===== src/hw/rtl/positional_list_engine_macros.svh =====
// ----------------------------------------------------------------------------
// positional_list_engine_macros
// Assertion helpers for the list engine top level.
// ----------------------------------------------------------------------------
`ifndef POSITIONAL_LIST_ENGINE_MACROS_SVH
`define POSITIONAL_LIST_ENGINE_MACROS_SVH

// property checked on every clock edge outside reset
`define PLE_ASSERT_CLK(lbl, prop, msg) \
  lbl: assert property (@(posedge clk_i) disable iff (!rst_ni) prop) else $error(msg);

// same-cycle implication
`define PLE_ASSERT_IMPL(lbl, ante, cons, msg) \
  `PLE_ASSERT_CLK(lbl, (ante) |-> (cons), msg)

`endif


===== src/hw/rtl/ple_pkg.sv =====
// ----------------------------------------------------------------------------
// ple_pkg
// Types and codes shared by the list engine top level and its cells.
// ----------------------------------------------------------------------------
package ple_pkg;

  // index width used in cell commands, covers the largest capacity
  localparam int IDX_W = 13;

  // operation codes on the input beat
  localparam logic [2:0] MODE_INSERT = 3'd0;
  localparam logic [2:0] MODE_REMOVE = 3'd1;
  localparam logic [2:0] MODE_SEARCH = 3'd2;
  localparam logic [2:0] MODE_REVERSE = 3'd3;
  localparam logic [2:0] MODE_SORTED = 3'd4;

  // status codes on the result beat
  localparam logic [2:0] ST_OK = 3'd0;
  localparam logic [2:0] ST_FULL = 3'd1;
  localparam logic [2:0] ST_BADPOS = 3'd2;
  localparam logic [2:0] ST_EMPTY = 3'd3;
  localparam logic [2:0] ST_NOTFOUND = 3'd4;

  typedef enum logic [2:0] {
    OP_HOLD,
    OP_INS,
    OP_REM,
    OP_ROT,
    OP_LOAD,
    OP_SCAN
  } cell_op_e;

  typedef enum logic [1:0] {
    MT_IDX,
    MT_VAL,
    MT_SORT
  } match_e;

  typedef struct packed {
    cell_op_e           op;
    match_e             mt;
    logic [IDX_W-1:0]   idx;
    logic [IDX_W-1:0]   cnt;
    logic signed [31:0] val;
  } cell_cmd_t;

  typedef struct packed {
    logic        hit;
    logic        aux;
    logic [31:0] tag;
  } lane_t;

endpackage


===== src/hw/rtl/ple_cell.sv =====
// ----------------------------------------------------------------------------
// ple_cell
// One list slot: holds an entry, shifts with its neighbors and carries the
// scan lane toward slot zero.
// ----------------------------------------------------------------------------
module ple_cell #(
  parameter int unsigned INDEX = 0
) (
  input  logic               clk_i,
  input  ple_pkg::cell_cmd_t cmd_i,
  input  logic signed [31:0] left_i,
  input  logic signed [31:0] right_i,
  input  logic signed [31:0] head_i,
  input  ple_pkg::lane_t     lane_i,
  output logic signed [31:0] data_o,
  output ple_pkg::lane_t     lane_o
);
  import ple_pkg::*;

  localparam logic [IDX_W-1:0] MY = IDX_W'(INDEX);

  logic signed [31:0] data_q, data_d;
  lane_t              lane_q, lane_d;
  logic               src, aux_src, le_left;
  logic [31:0]        tag;

  // match source for the scan lane
  always_comb begin
    le_left = left_i <= cmd_i.val;
    case (cmd_i.mt)
      MT_IDX:  src = (MY == cmd_i.idx);
      MT_VAL:  src = (data_q == cmd_i.val) && (MY < cmd_i.cnt);
      MT_SORT: src = (MY != '0) && (MY < cmd_i.cnt) && le_left && (cmd_i.val <= data_q);
      default: src = 1'b0;
    endcase
    aux_src = (cmd_i.mt == MT_SORT) && (MY != '0) && (MY == cmd_i.cnt) && le_left;
    tag     = (cmd_i.mt == MT_IDX) ? data_q : 32'(INDEX);
  end

  // entry update
  always_comb begin
    data_d = data_q;
    case (cmd_i.op)
      OP_INS: begin
        if (MY == cmd_i.idx) data_d = cmd_i.val;
        else if (MY > cmd_i.idx) data_d = left_i;
      end
      OP_REM: begin
        if (MY >= cmd_i.idx) data_d = right_i;
      end
      OP_ROT: begin
        if (MY < cmd_i.idx) data_d = right_i;
        else if (MY == cmd_i.idx) data_d = head_i;
      end
      default: data_d = data_q;
    endcase
  end

  // scan lane, nearest hit to slot zero wins
  always_comb begin
    lane_d = lane_q;
    case (cmd_i.op)
      OP_LOAD: begin
        lane_d.hit = src;
        lane_d.aux = aux_src;
        lane_d.tag = tag;
      end
      OP_SCAN: begin
        lane_d.hit = src | lane_i.hit;
        lane_d.aux = aux_src | lane_i.aux;
        lane_d.tag = src ? tag : lane_i.tag;
      end
      default: lane_d = lane_q;
    endcase
  end

  always_ff @(posedge clk_i) begin
    data_q <= data_d;
    lane_q <= lane_d;
  end

  assign data_o = data_q;
  assign lane_o = lane_q;

endmodule


===== config.mk =====
export PLATFORM = sky130hd
export DESIGN_NAME = ple_cell
export DESIGN_NICKNAME = d
export VERILOG_FILES = /design/src/hw/rtl/positional_list_engine_macros.svh /design/src/hw/rtl/ple_pkg.sv /design/src/hw/rtl/ple_cell.sv
export SDC_FILE = /design/constraint.sdc
export NUM_CORES = 1
export LEC_CHECK = 0
export BUFFER_PORTS_ARGS = -buffer_cell sky130_fd_sc_hd__buf_2
export CORE_MARGIN = 1
export CORE_UTILIZATION = 40
export CTS_BUF_LIST = sky130_fd_sc_hd__clkbuf_2 sky130_fd_sc_hd__clkbuf_4 sky130_fd_sc_hd__clkbuf_8
export CTS_CLUSTER_DIAMETER = 150
export DETAILED_ROUTE_END_ITERATION = 10
export PLACE_DENSITY_LB_ADDON = 0.2
export REMOVE_ABC_BUFFERS = 1
export SKIP_CTS_REPAIR_TIMING = 1
export SYNTH_ARGS = -nofsm -noshare
export SYNTH_HDL_FRONTEND = slang
export SYNTH_SLANG_ARGS = --single-unit

===== constraint.sdc =====
create_clock -name clk_i -period 8 [get_ports clk_i]
set_clock_uncertainty 0.2 [all_clocks]
set_input_delay 0.8 -clock clk_i [delete_from_list [all_inputs] [get_ports clk_i]]
set_output_delay 0.8 -clock clk_i [all_outputs]
set_load 0.01 [all_outputs]

# Yosys cells after proc, flatten, opt, wreduce, memory -nomap -nowiden
# Index checks and enable logic that the tools add are counted.
# totals
output_inout_bits	66
elab_cells	35
ff_bits	66
inputBits	194
# classes
eq_ne	10
n_lt_le_gt_ge	4
bitwise_logic	1
reduce_logical	6
n_mux	10
# ops
operator	count
two-way mux 32 bit	7
case mux 32 bit (3 select lines)	1
case mux 34 bit (2 select lines)	1
equality test 32 bit	1
< comparator 1 x 13 -> 1 bit (first input constant)	2
greater-or-equal comparator 1 x 13 -> 1 bit (first input constant)	1
> comparator 1 x 13 -> 1 bit (first input constant)	1
logical NOT 13 bit	1
equality test 3 x 2 -> 1 bit (second input constant)	2
equality test 3 bit (second input constant)	2
!= test 3 bit (second input constant)	2
AND reduction 4 bit	1
equality test 3 x 1 -> 1 bit (second input constant)	1
nonzero test 3 bit	1
equality test 2 x 1 -> 1 bit (second input constant)	1
logical NOT 2 bit	1
!= test 2 bit (second input constant)	1
case mux 1 bit (2 select lines)	1
nonzero test 2 bit	1
logical AND 1 bit	1
OR 1 bit	1

# Depth between registers and ports, before layout
# Gate-level depths: netlist of the first run.
# logic_depth
depth_word	5
ltp_mapped	7
mapped_depth_nobuf	5

# Worst setup path after synthesis of the first run
# No wires, ideal clock.
# synth_timing
kind	input-to-reg
from	input port cmd_i[49] (netlist bit)
to	register data_q[0], in the netlist data_o[0] (enable)
n_path_buf	1
required_time_ps	7368
path_slack_ps	3983
setup_ps	432
path_stages	5
arrival_ps	3385
cell_sequence	nor4_2 nand4_2 clkbuf_1 o21bai_1 a21oi_1
# synth_via
elab_chain_len	3
word_cells_on_any_way	8
classes_between	order compare: 3; eq/ne: 3; reduce/logical: 2
# synth_rtl
item	line_no	source
start: declaration	ple_cell.sv:10	input ple_pkg::cell_cmd_t cmd_i,
< comparator 1 x 13 -> 1 bit, or another cell as far along	ple_cell.sv:52	if (MY < cmd_i.idx) data_d = right_i;
!= test 3 bit (no line) / != test 2 bit (equally long branches)	-	
AND reduction 4 bit (no line) (*)	-	
end signal: assignment	ple_cell.sv:78	data_q <= data_d;
end: declaration	ple_cell.sv:22	logic signed [31:0] data_q, data_d;
# Mark *: on every way between the ends. The rest lies on a longest branch, timed or not.
# A chain may end at the register's enable or synchronous reset.

==> run_results.csv, run 1 <==
group,metric,value,unit
sta,hold_viol,0,
die,io_pins,260,
critical_path,worstSetupPathType,"in2reg",
layout,drive_above_1_share,55.1,%
critical_path,cp_max_fo,36,
die,dieArea,0.0100,mm^2
placement,placed_cell_area,0.00526,mm^2
critical_path,critPathBufInv,1,
critical_path,start_kind,"input pin",
logic_synthesis,ys_ff_latch,66,
die,start_util,41.5,%
clock_tree,cts_tree,"done",
die,core,0.00928,mm^2
placement,gp_congestion,0.798,
critical_path,cp_slowest_cell,"nor2b_4",
grt,grt_pass1_vias,3375,
clock_tree,cts-root-buf,"clkbuf_8",
logic_synthesis,synthDistinctLibCells,33,
critical_path,critPathMaxStageDelay,0.81,ns
power,cellLeakagePower,2.63,nW
die,rows,35,
grt,grt.overflow.total,0,
logic_synthesis,syn_inst,315,
sta,rsz0062_at_grt,"false",
critical_path,worstSetupEndpointType,"flop",
power,powerDensity,145,mW/mm^2
layout,nets,761,
logic_synthesis,synth_top_area_share,51.5,%
drt,drc,0,
clock_tree,clock_path_buffers,2,
layout,syn2layout_area_growth,40.9,%
logic_synthesis,synth_edf_count,66,
die,fp.dieW,100,um
sta,fmax,0.311,GHz
drt,wire_per_inst,15.9,um
critical_path,crit_required,8.00,ns
sta,hold_ws,0.429,ns
outcome,status,"finished, final reports clean",
logic_synthesis,ys_warn_count,0,
drt,vias,3441,
logic_synthesis,yosysSeqAreaShare,51.5,%
critical_path,cp_top_family,"simple AND/OR/NAND/NOR gates",
layout,final_area,0.00542,mm^2
drt,antenna_left,0,
clock_tree,numClockSinks,66,
drt,viasPerCell,4.91,
clock_tree,htree_levels,3,
power,vdd_drop_max,77.3,uV
flow_run,cap_viol_max_count,0,
grt,grt_usage,22.1,%
logic_synthesis,synth_top_cell_by_area,"edfxtp_1",
sta,setup_tns,0,ns
logic_synthesis,synthTopCellsByArea,"edfxtp_1, mux2_2, mux2i_1",
logic_synthesis,syn_area_per_cell,12.2,um^2
logic_synthesis,syn-cell-area,0.00385,mm^2
drt,drtPass1Iterations,4,
clock_tree,numCtsBuffers,9,
placement,portBuffers,259,
placement,hpwl,8.36,mm
clock_tree,clk_pin_slew_worst_paths,0.07,ns
die,die_h,100,um
grt,grt_pass1_wl,16.6,mm
critical_path,cp_cell_sequence,"buf_2, nor2b_4, and2_1, o31ai_1, a31oi_4, a22o_1",
grt,grt_max_degree,65,
sta,tightest_slew,1.14,ns
sta,final_max_slew_viol_count,0,
logic_synthesis,yosys_most_used_dff,"edfxtp_1",
hold_path,hp-class,"reg2reg",
drt,dr.first_iter.drc_count,55,
logic_synthesis,netlist_top_cells_count,"edfxtp_1, nand2_1, a22o_1, mux2_2, mux2i_1",
sta,final-setup-viol-count,0,
logic_synthesis,synth_most_common_cell,"edfxtp_1",
logic_synthesis,async_flop_share,0,%
sta,max_slew_margin,24.2,%
drt,wirelength,11.1,mm
layout,num_antenna_cells,0,
grt,grt_antenna_before_repair,0,
sta,post-route-min-period,3.21,ns
sta,fin_crit_sh,40.2,%
critical_path,critPathArrivalTime,3.21,ns
clock_tree,insertion_delay,0.34,ns
-- worst reg2reg max path, cell delays in order, from the launching register on --
cell	delay (ns)
edfxtp_1	0.45
xnor2_1	0.20
nand4_1	0.18
nor4_1	0.77
a31oi_4	0.47
a22o_1	0.34
-- power breakdown --
part	switching, W	internal [W]
registers	0.00000962	0.000400
logic	0.0000648	0.0000765
clock network	0.000120	0.000115
total	0.000194	0.000592
-- sequential cells by signal, indices dropped and copies added (netlist names) --
register and flops:
lane_o 34, data_o 32
-- layout make-up --
cell class | count | area [um^2]
Fill cell | 873 | 3860
Sequential cell | 66 | 1980
Multi-Input combinational cell | 228 | 1800
Timing Repair Buffer | 261 | 1310
Tap cell | 129 | 161
Clock buffer | 11 | 139
Clock inverter | 5 | 21.3
Inverter | 1 | 3.75
-- routing by layer --
metal	global-route usage [%]	routed length, um	vias to the layer above
met5	0	0	-
met4	7.58	250	0
met3	6.34	629	20
met2	40.8	5730	131
met1	24.2	4510	1581
li1	-	-	1709
-- cells in the final DEF (no fill, tap or decap), types with 8 or more instances in the layout --
cell type / instances
a22o_1: 32
buf_2: 259
clkbuf_8: 9
edfxtp_1: 66
mux2_2: 32
mux2i_1: 32
nand2_1: 34
o21ai_0: 24
o21ai_1: 8
xnor2_1: 31
-- logic make-up after synthesis --
logic type	Yosys count	synth area share, %
xor+xnor	32	7.28
flops	66	51.5
buf+inv	21	2.76
mux	64	17.7
compound gates	70	12.6
simple gates	62	8.19
-- through the flow --
step / std cells / util, % / power [W] / setup slack (ns)
after floorplan: 295 / - / 0.000480 / 3.32
after CTS: 701 / 58.4 / 0.000796 / 4.74
after global routing: 701 / 58.4 / 0.000821 / 4.57
final: 701 / 58.4 / 0.000786 / 4.79
after detailed placement: 685 / 56.7 / 0.000560 / 4.40
after global placement: 685 / 56.7 / 0.000556 / 4.49
-- final timing paths --
kind,slack (ns),depth (start not counted),start,endpoint
worst min-delay path,0.43,1,data_o[31]$_DFFE_PP_,lane_o[31]$_DFFE_PP_
worst min register to register,0.43,1,data_o[31]$_DFFE_PP_,lane_o[31]$_DFFE_PP_
worst max-delay path,4.79,6,cmd_i[62],lane_o[3]$_DFFE_PP_
worst max register to register,5.14,5,data_o[28]$_DFFE_PP_,lane_o[3]$_DFFE_PP_
No activity file was read; power rests on OpenSTA's default activity.
==> run 2, diff against run 1 <==
- ABC_AREA: not set -> 1
- CORE_ASPECT_RATIO: not set -> 1.4
- clock period: 8 -> 3.31 ns (I/O delays scaled with it)
==> run 2 against run 1 <==
Global-route usage is 3.8 points higher; critical endpoint is now lane_o[28]$_DFFE_PP_; sequential power rose by 140%; clock power up 150%; critical path type is now reg2reg; power grew 150%; wire length grew 36%; worst setup slack got worse by 3.8 ns; utilization decreased by 2.9 points; flip-flop and latch count stayed put; highest routed layer unchanged; cell area grew 12%; die area rose by 17%; area after synthesis rose by 17%; hold slack worse by 0.36 ns.
==> run_results.csv, run 2 <==
group,metric,value,unit
critical_path,critPathArrivalTime,2.24,ns
sta,rsz0062_at_grt,"false",
layout,final_area,0.00606,mm^2
drt,viasPerCell,4.82,
die,die_h,128,um
grt,grt.overflow.total,0,
grt,grt_max_degree,57,
flow_run,cap_viol_max_count,0,
grt,grt_antenna_before_repair,1,
sta,hold_viol,0,
clock_tree,numClockSinks,66,
critical_path,worstSetupEndpointType,"flop",
sta,fin_crit_sh,70.8,%
critical_path,start_kind,"flop",
clock_tree,insertion_delay,0.35,ns
critical_path,crit_top_cell,"nand2_1",
power,vdd_drop_max,181,uV
outcome,status,"finished, final reports clean",
logic_synthesis,netlist_top_cells_count,"nand2_1, inv_1, edfxtp_1, nand3_1, nor2_1",
power,switching_share,27.3,%
logic_synthesis,synthDistinctLibCells,25,
clock_tree,cts-root-buf,"clkbuf_8",
drt,antenna_left,0,
logic_synthesis,ys_ff_latch,66,
logic_synthesis,syn_inst,642,
logic_synthesis,yosys_most_used_dff,"edfxtp_1",
clock_tree,numCtsBuffers,9,
logic_synthesis,async_flop_share,0,%
logic_synthesis,ys_warn_count,0,
clock_tree,cts_tree,"done",
placement,place_worst_setup_slack,0.636,ns
die,io_pins,260,
die,core,0.0109,mm^2
clock_tree,clk_pin_slew_worst_paths,0.07,ns
logic_synthesis,syn-cell-area,0.00452,mm^2
placement,gp_congestion,0.877,
logic_synthesis,synth_edf_count,66,
power,switching_power,0.000535,W
critical_path,cp_slowest_cell,"nand3_2",
sta,tightest_slew,1.18,ns
layout,syn2layout_area_growth,34.3,%
grt,grt_usage,25.9,%
layout,drive_above_1_share,33.0,%
power,pwr-share-comb,19.9,%
placement,placed_cell_area,0.00590,mm^2
sta,final-setup-viol-count,0,
critical_path,worstSetupPathType,"reg2reg",
clock_tree,clock_path_buffers,2,
power,intPower,0.00142,W
logic_synthesis,synth_top_cell_by_area,"edfxtp_1",
grt,grt_pass1_vias,4797,
layout,utilization,55.5,%
sta,max_slew_margin,21.3,%
logic_synthesis,synthTopCellsByArea,"edfxtp_1, nand2_1, nand3_1",
logic_synthesis,yosysSeqAreaShare,43.9,%
drt,dr.first_iter.drc_count,202,
layout,nets,1083,
clock_tree,htree_levels,3,
layout,largest_reg_flops,34,
layout,final_cell_mix,"nand2_1, buf_2, inv_1",
logic_synthesis,synth_most_common_cell,"nand2_1",
die,fp.dieW,91.8,um
logic_synthesis,synth_top_area_share,43.9,%
layout,final_common_cell,"nand2_1",
power,powerDensity,323,mW/mm^2
logic_synthesis,syn_area_per_cell,7.04,um^2
critical_path,crit_required,3.21,ns
critical_path,critPathMaxStageDelay,0.52,ns
drt,wire_per_inst,14.6,um
power,cellLeakagePower,3.31,nW
drt,wirelength,15.1,mm
drt,drc,0,
layout,fillers,1160,
die,dieArea,0.0117,mm^2
critical_path,cp_max_fo,32,
drt,vias,4993,
power,seqPwrFrac,50.6,%
sta,worst_slack,0.968,ns
placement,hpwl,11.2,mm
drt,drtPass1Iterations,5,
die,rows,45,
hold_path,hp-class,"in2reg",
sta,final_max_slew_viol_count,0,
power,power_frac_clock,29.6,%
grt,grt_pass1_wl,23.3,mm
die,start_util,41.4,%
critical_path,cp_cell_sequence,"inv_1, nand2_1, nand2_1, inv_1, nand2_1, nor2_1, nand2_1, nor2_1, nand3_2, nand3_2, nand2_1, nand2_1",
sta,post-route-min-period,2.34,ns
sta,fmax,0.427,GHz
sta,setup_tns,0,ns
placement,portBuffers,259,
==> run 2: cell count changes after synthesis, sizes merged, moves of 4 or more <==
cell / previous run / this run
a22o: 32 / 0
buf: 8 / 21
inv: 1 / 77
mux2: 32 / 0
mux2i: 32 / 0
nand2: 34 / 261
nand3: 2 / 69
nand4: 8 / 34
nor2: 2 / 59
nor4: 6 / 2
o21ai: 32 / 25
xnor2: 31 / 5
==> run 2: worst max-delay path, delay by kind of cell (launching register included) <==
kind                   cells  cell delay, ns
and+or+nand+nor           10            1.35
buffers and inverters      2            0.14
DFF                        1            0.41
==> run 2: power groups by stage <==
stage / logic (W) / registers (W) / clock network, W
2_1_floorplan: 0.000163 / 0.00102 / 0
3_5_place_dp: 0.000389 / 0.00101 / 0
3_3_place_gp: 0.000386 / 0.00101 / 0
4_1_cts: 0.000391 / 0.000990 / 0.000593
6_report: 0.000389 / 0.000990 / 0.000579
5_1_grt: 0.000437 / 0.000993 / 0.000622
==> run 2: layer usage <==
metal | up-vias | routed length (um) | GRT usage (%)
met5 | - | 0 | 0
met3 | 35 | 943 | 4.15
met2 | 211 | 7870 | 47.6
met4 | 0 | 538 | 12.8
met1 | 2185 | 5790 | 28.8
li1 | 2562 | - | -
==> run 2: path summary, 6_finish.rpt <==
path	slack, ns	cells after the start	startpoint	end
worst min-delay path	0.07	3	head_i[30]	data_o[30]$_DFFE_PP_
worst max-delay path	0.97	12	data_o[11]$_DFFE_PP_	lane_o[28]$_DFFE_PP_
worst max register to register	0.97	12	data_o[11]$_DFFE_PP_	lane_o[28]$_DFFE_PP_
worst min register to register	0.52	4	data_o[3]$_DFFE_PP_	lane_o[3]$_DFFE_PP_
==> run 2: per-stage QoR <==
step                      hold slack (ns)  total power [W]  instances
final                              0.0684          0.00196       1036
after global routing               0.0741          0.00205       1036
after CTS                          0.0553          0.00197       1035
after detailed placement            0.424          0.00140       1019
after global placement              0.420          0.00139       1019
after floorplan                     0.334          0.00119        608
==> run 2: cells by family (layout without fill, tap and decap cells) <==
kind of cell | after synthesis | in the layout | synth area share (%)
other | 0 | 1 | 0
XOR/XNOR | 7 | 7 | 1.36
AND/OR/NAND/NOR | 428 | 428 | 40.6
flip-flops | 66 | 66 | 43.9
AO/OA/AOI/OAI | 29 | 29 | 3.38
buffers and inverters | 112 | 364 | 10.8
==> run 2: cell type report <==
| class | instances | area, um^2 | share of cell area (%) |
|---|---|---|---|
| diodes | 1 | 2.50 | 0.0413 |
| clock buffers | 11 | 139 | 2.29 |
| clock inverters | 5 | 21.3 | 0.351 |
| inverters | 78 | 293 | 4.83 |
| multi-input cells | 464 | 2070 | 34.2 |
| flip-flops and latches | 66 | 1980 | 32.7 |
| well taps | 141 | 176 | 2.91 |
| repair buffers | 270 | 1380 | 22.7 |
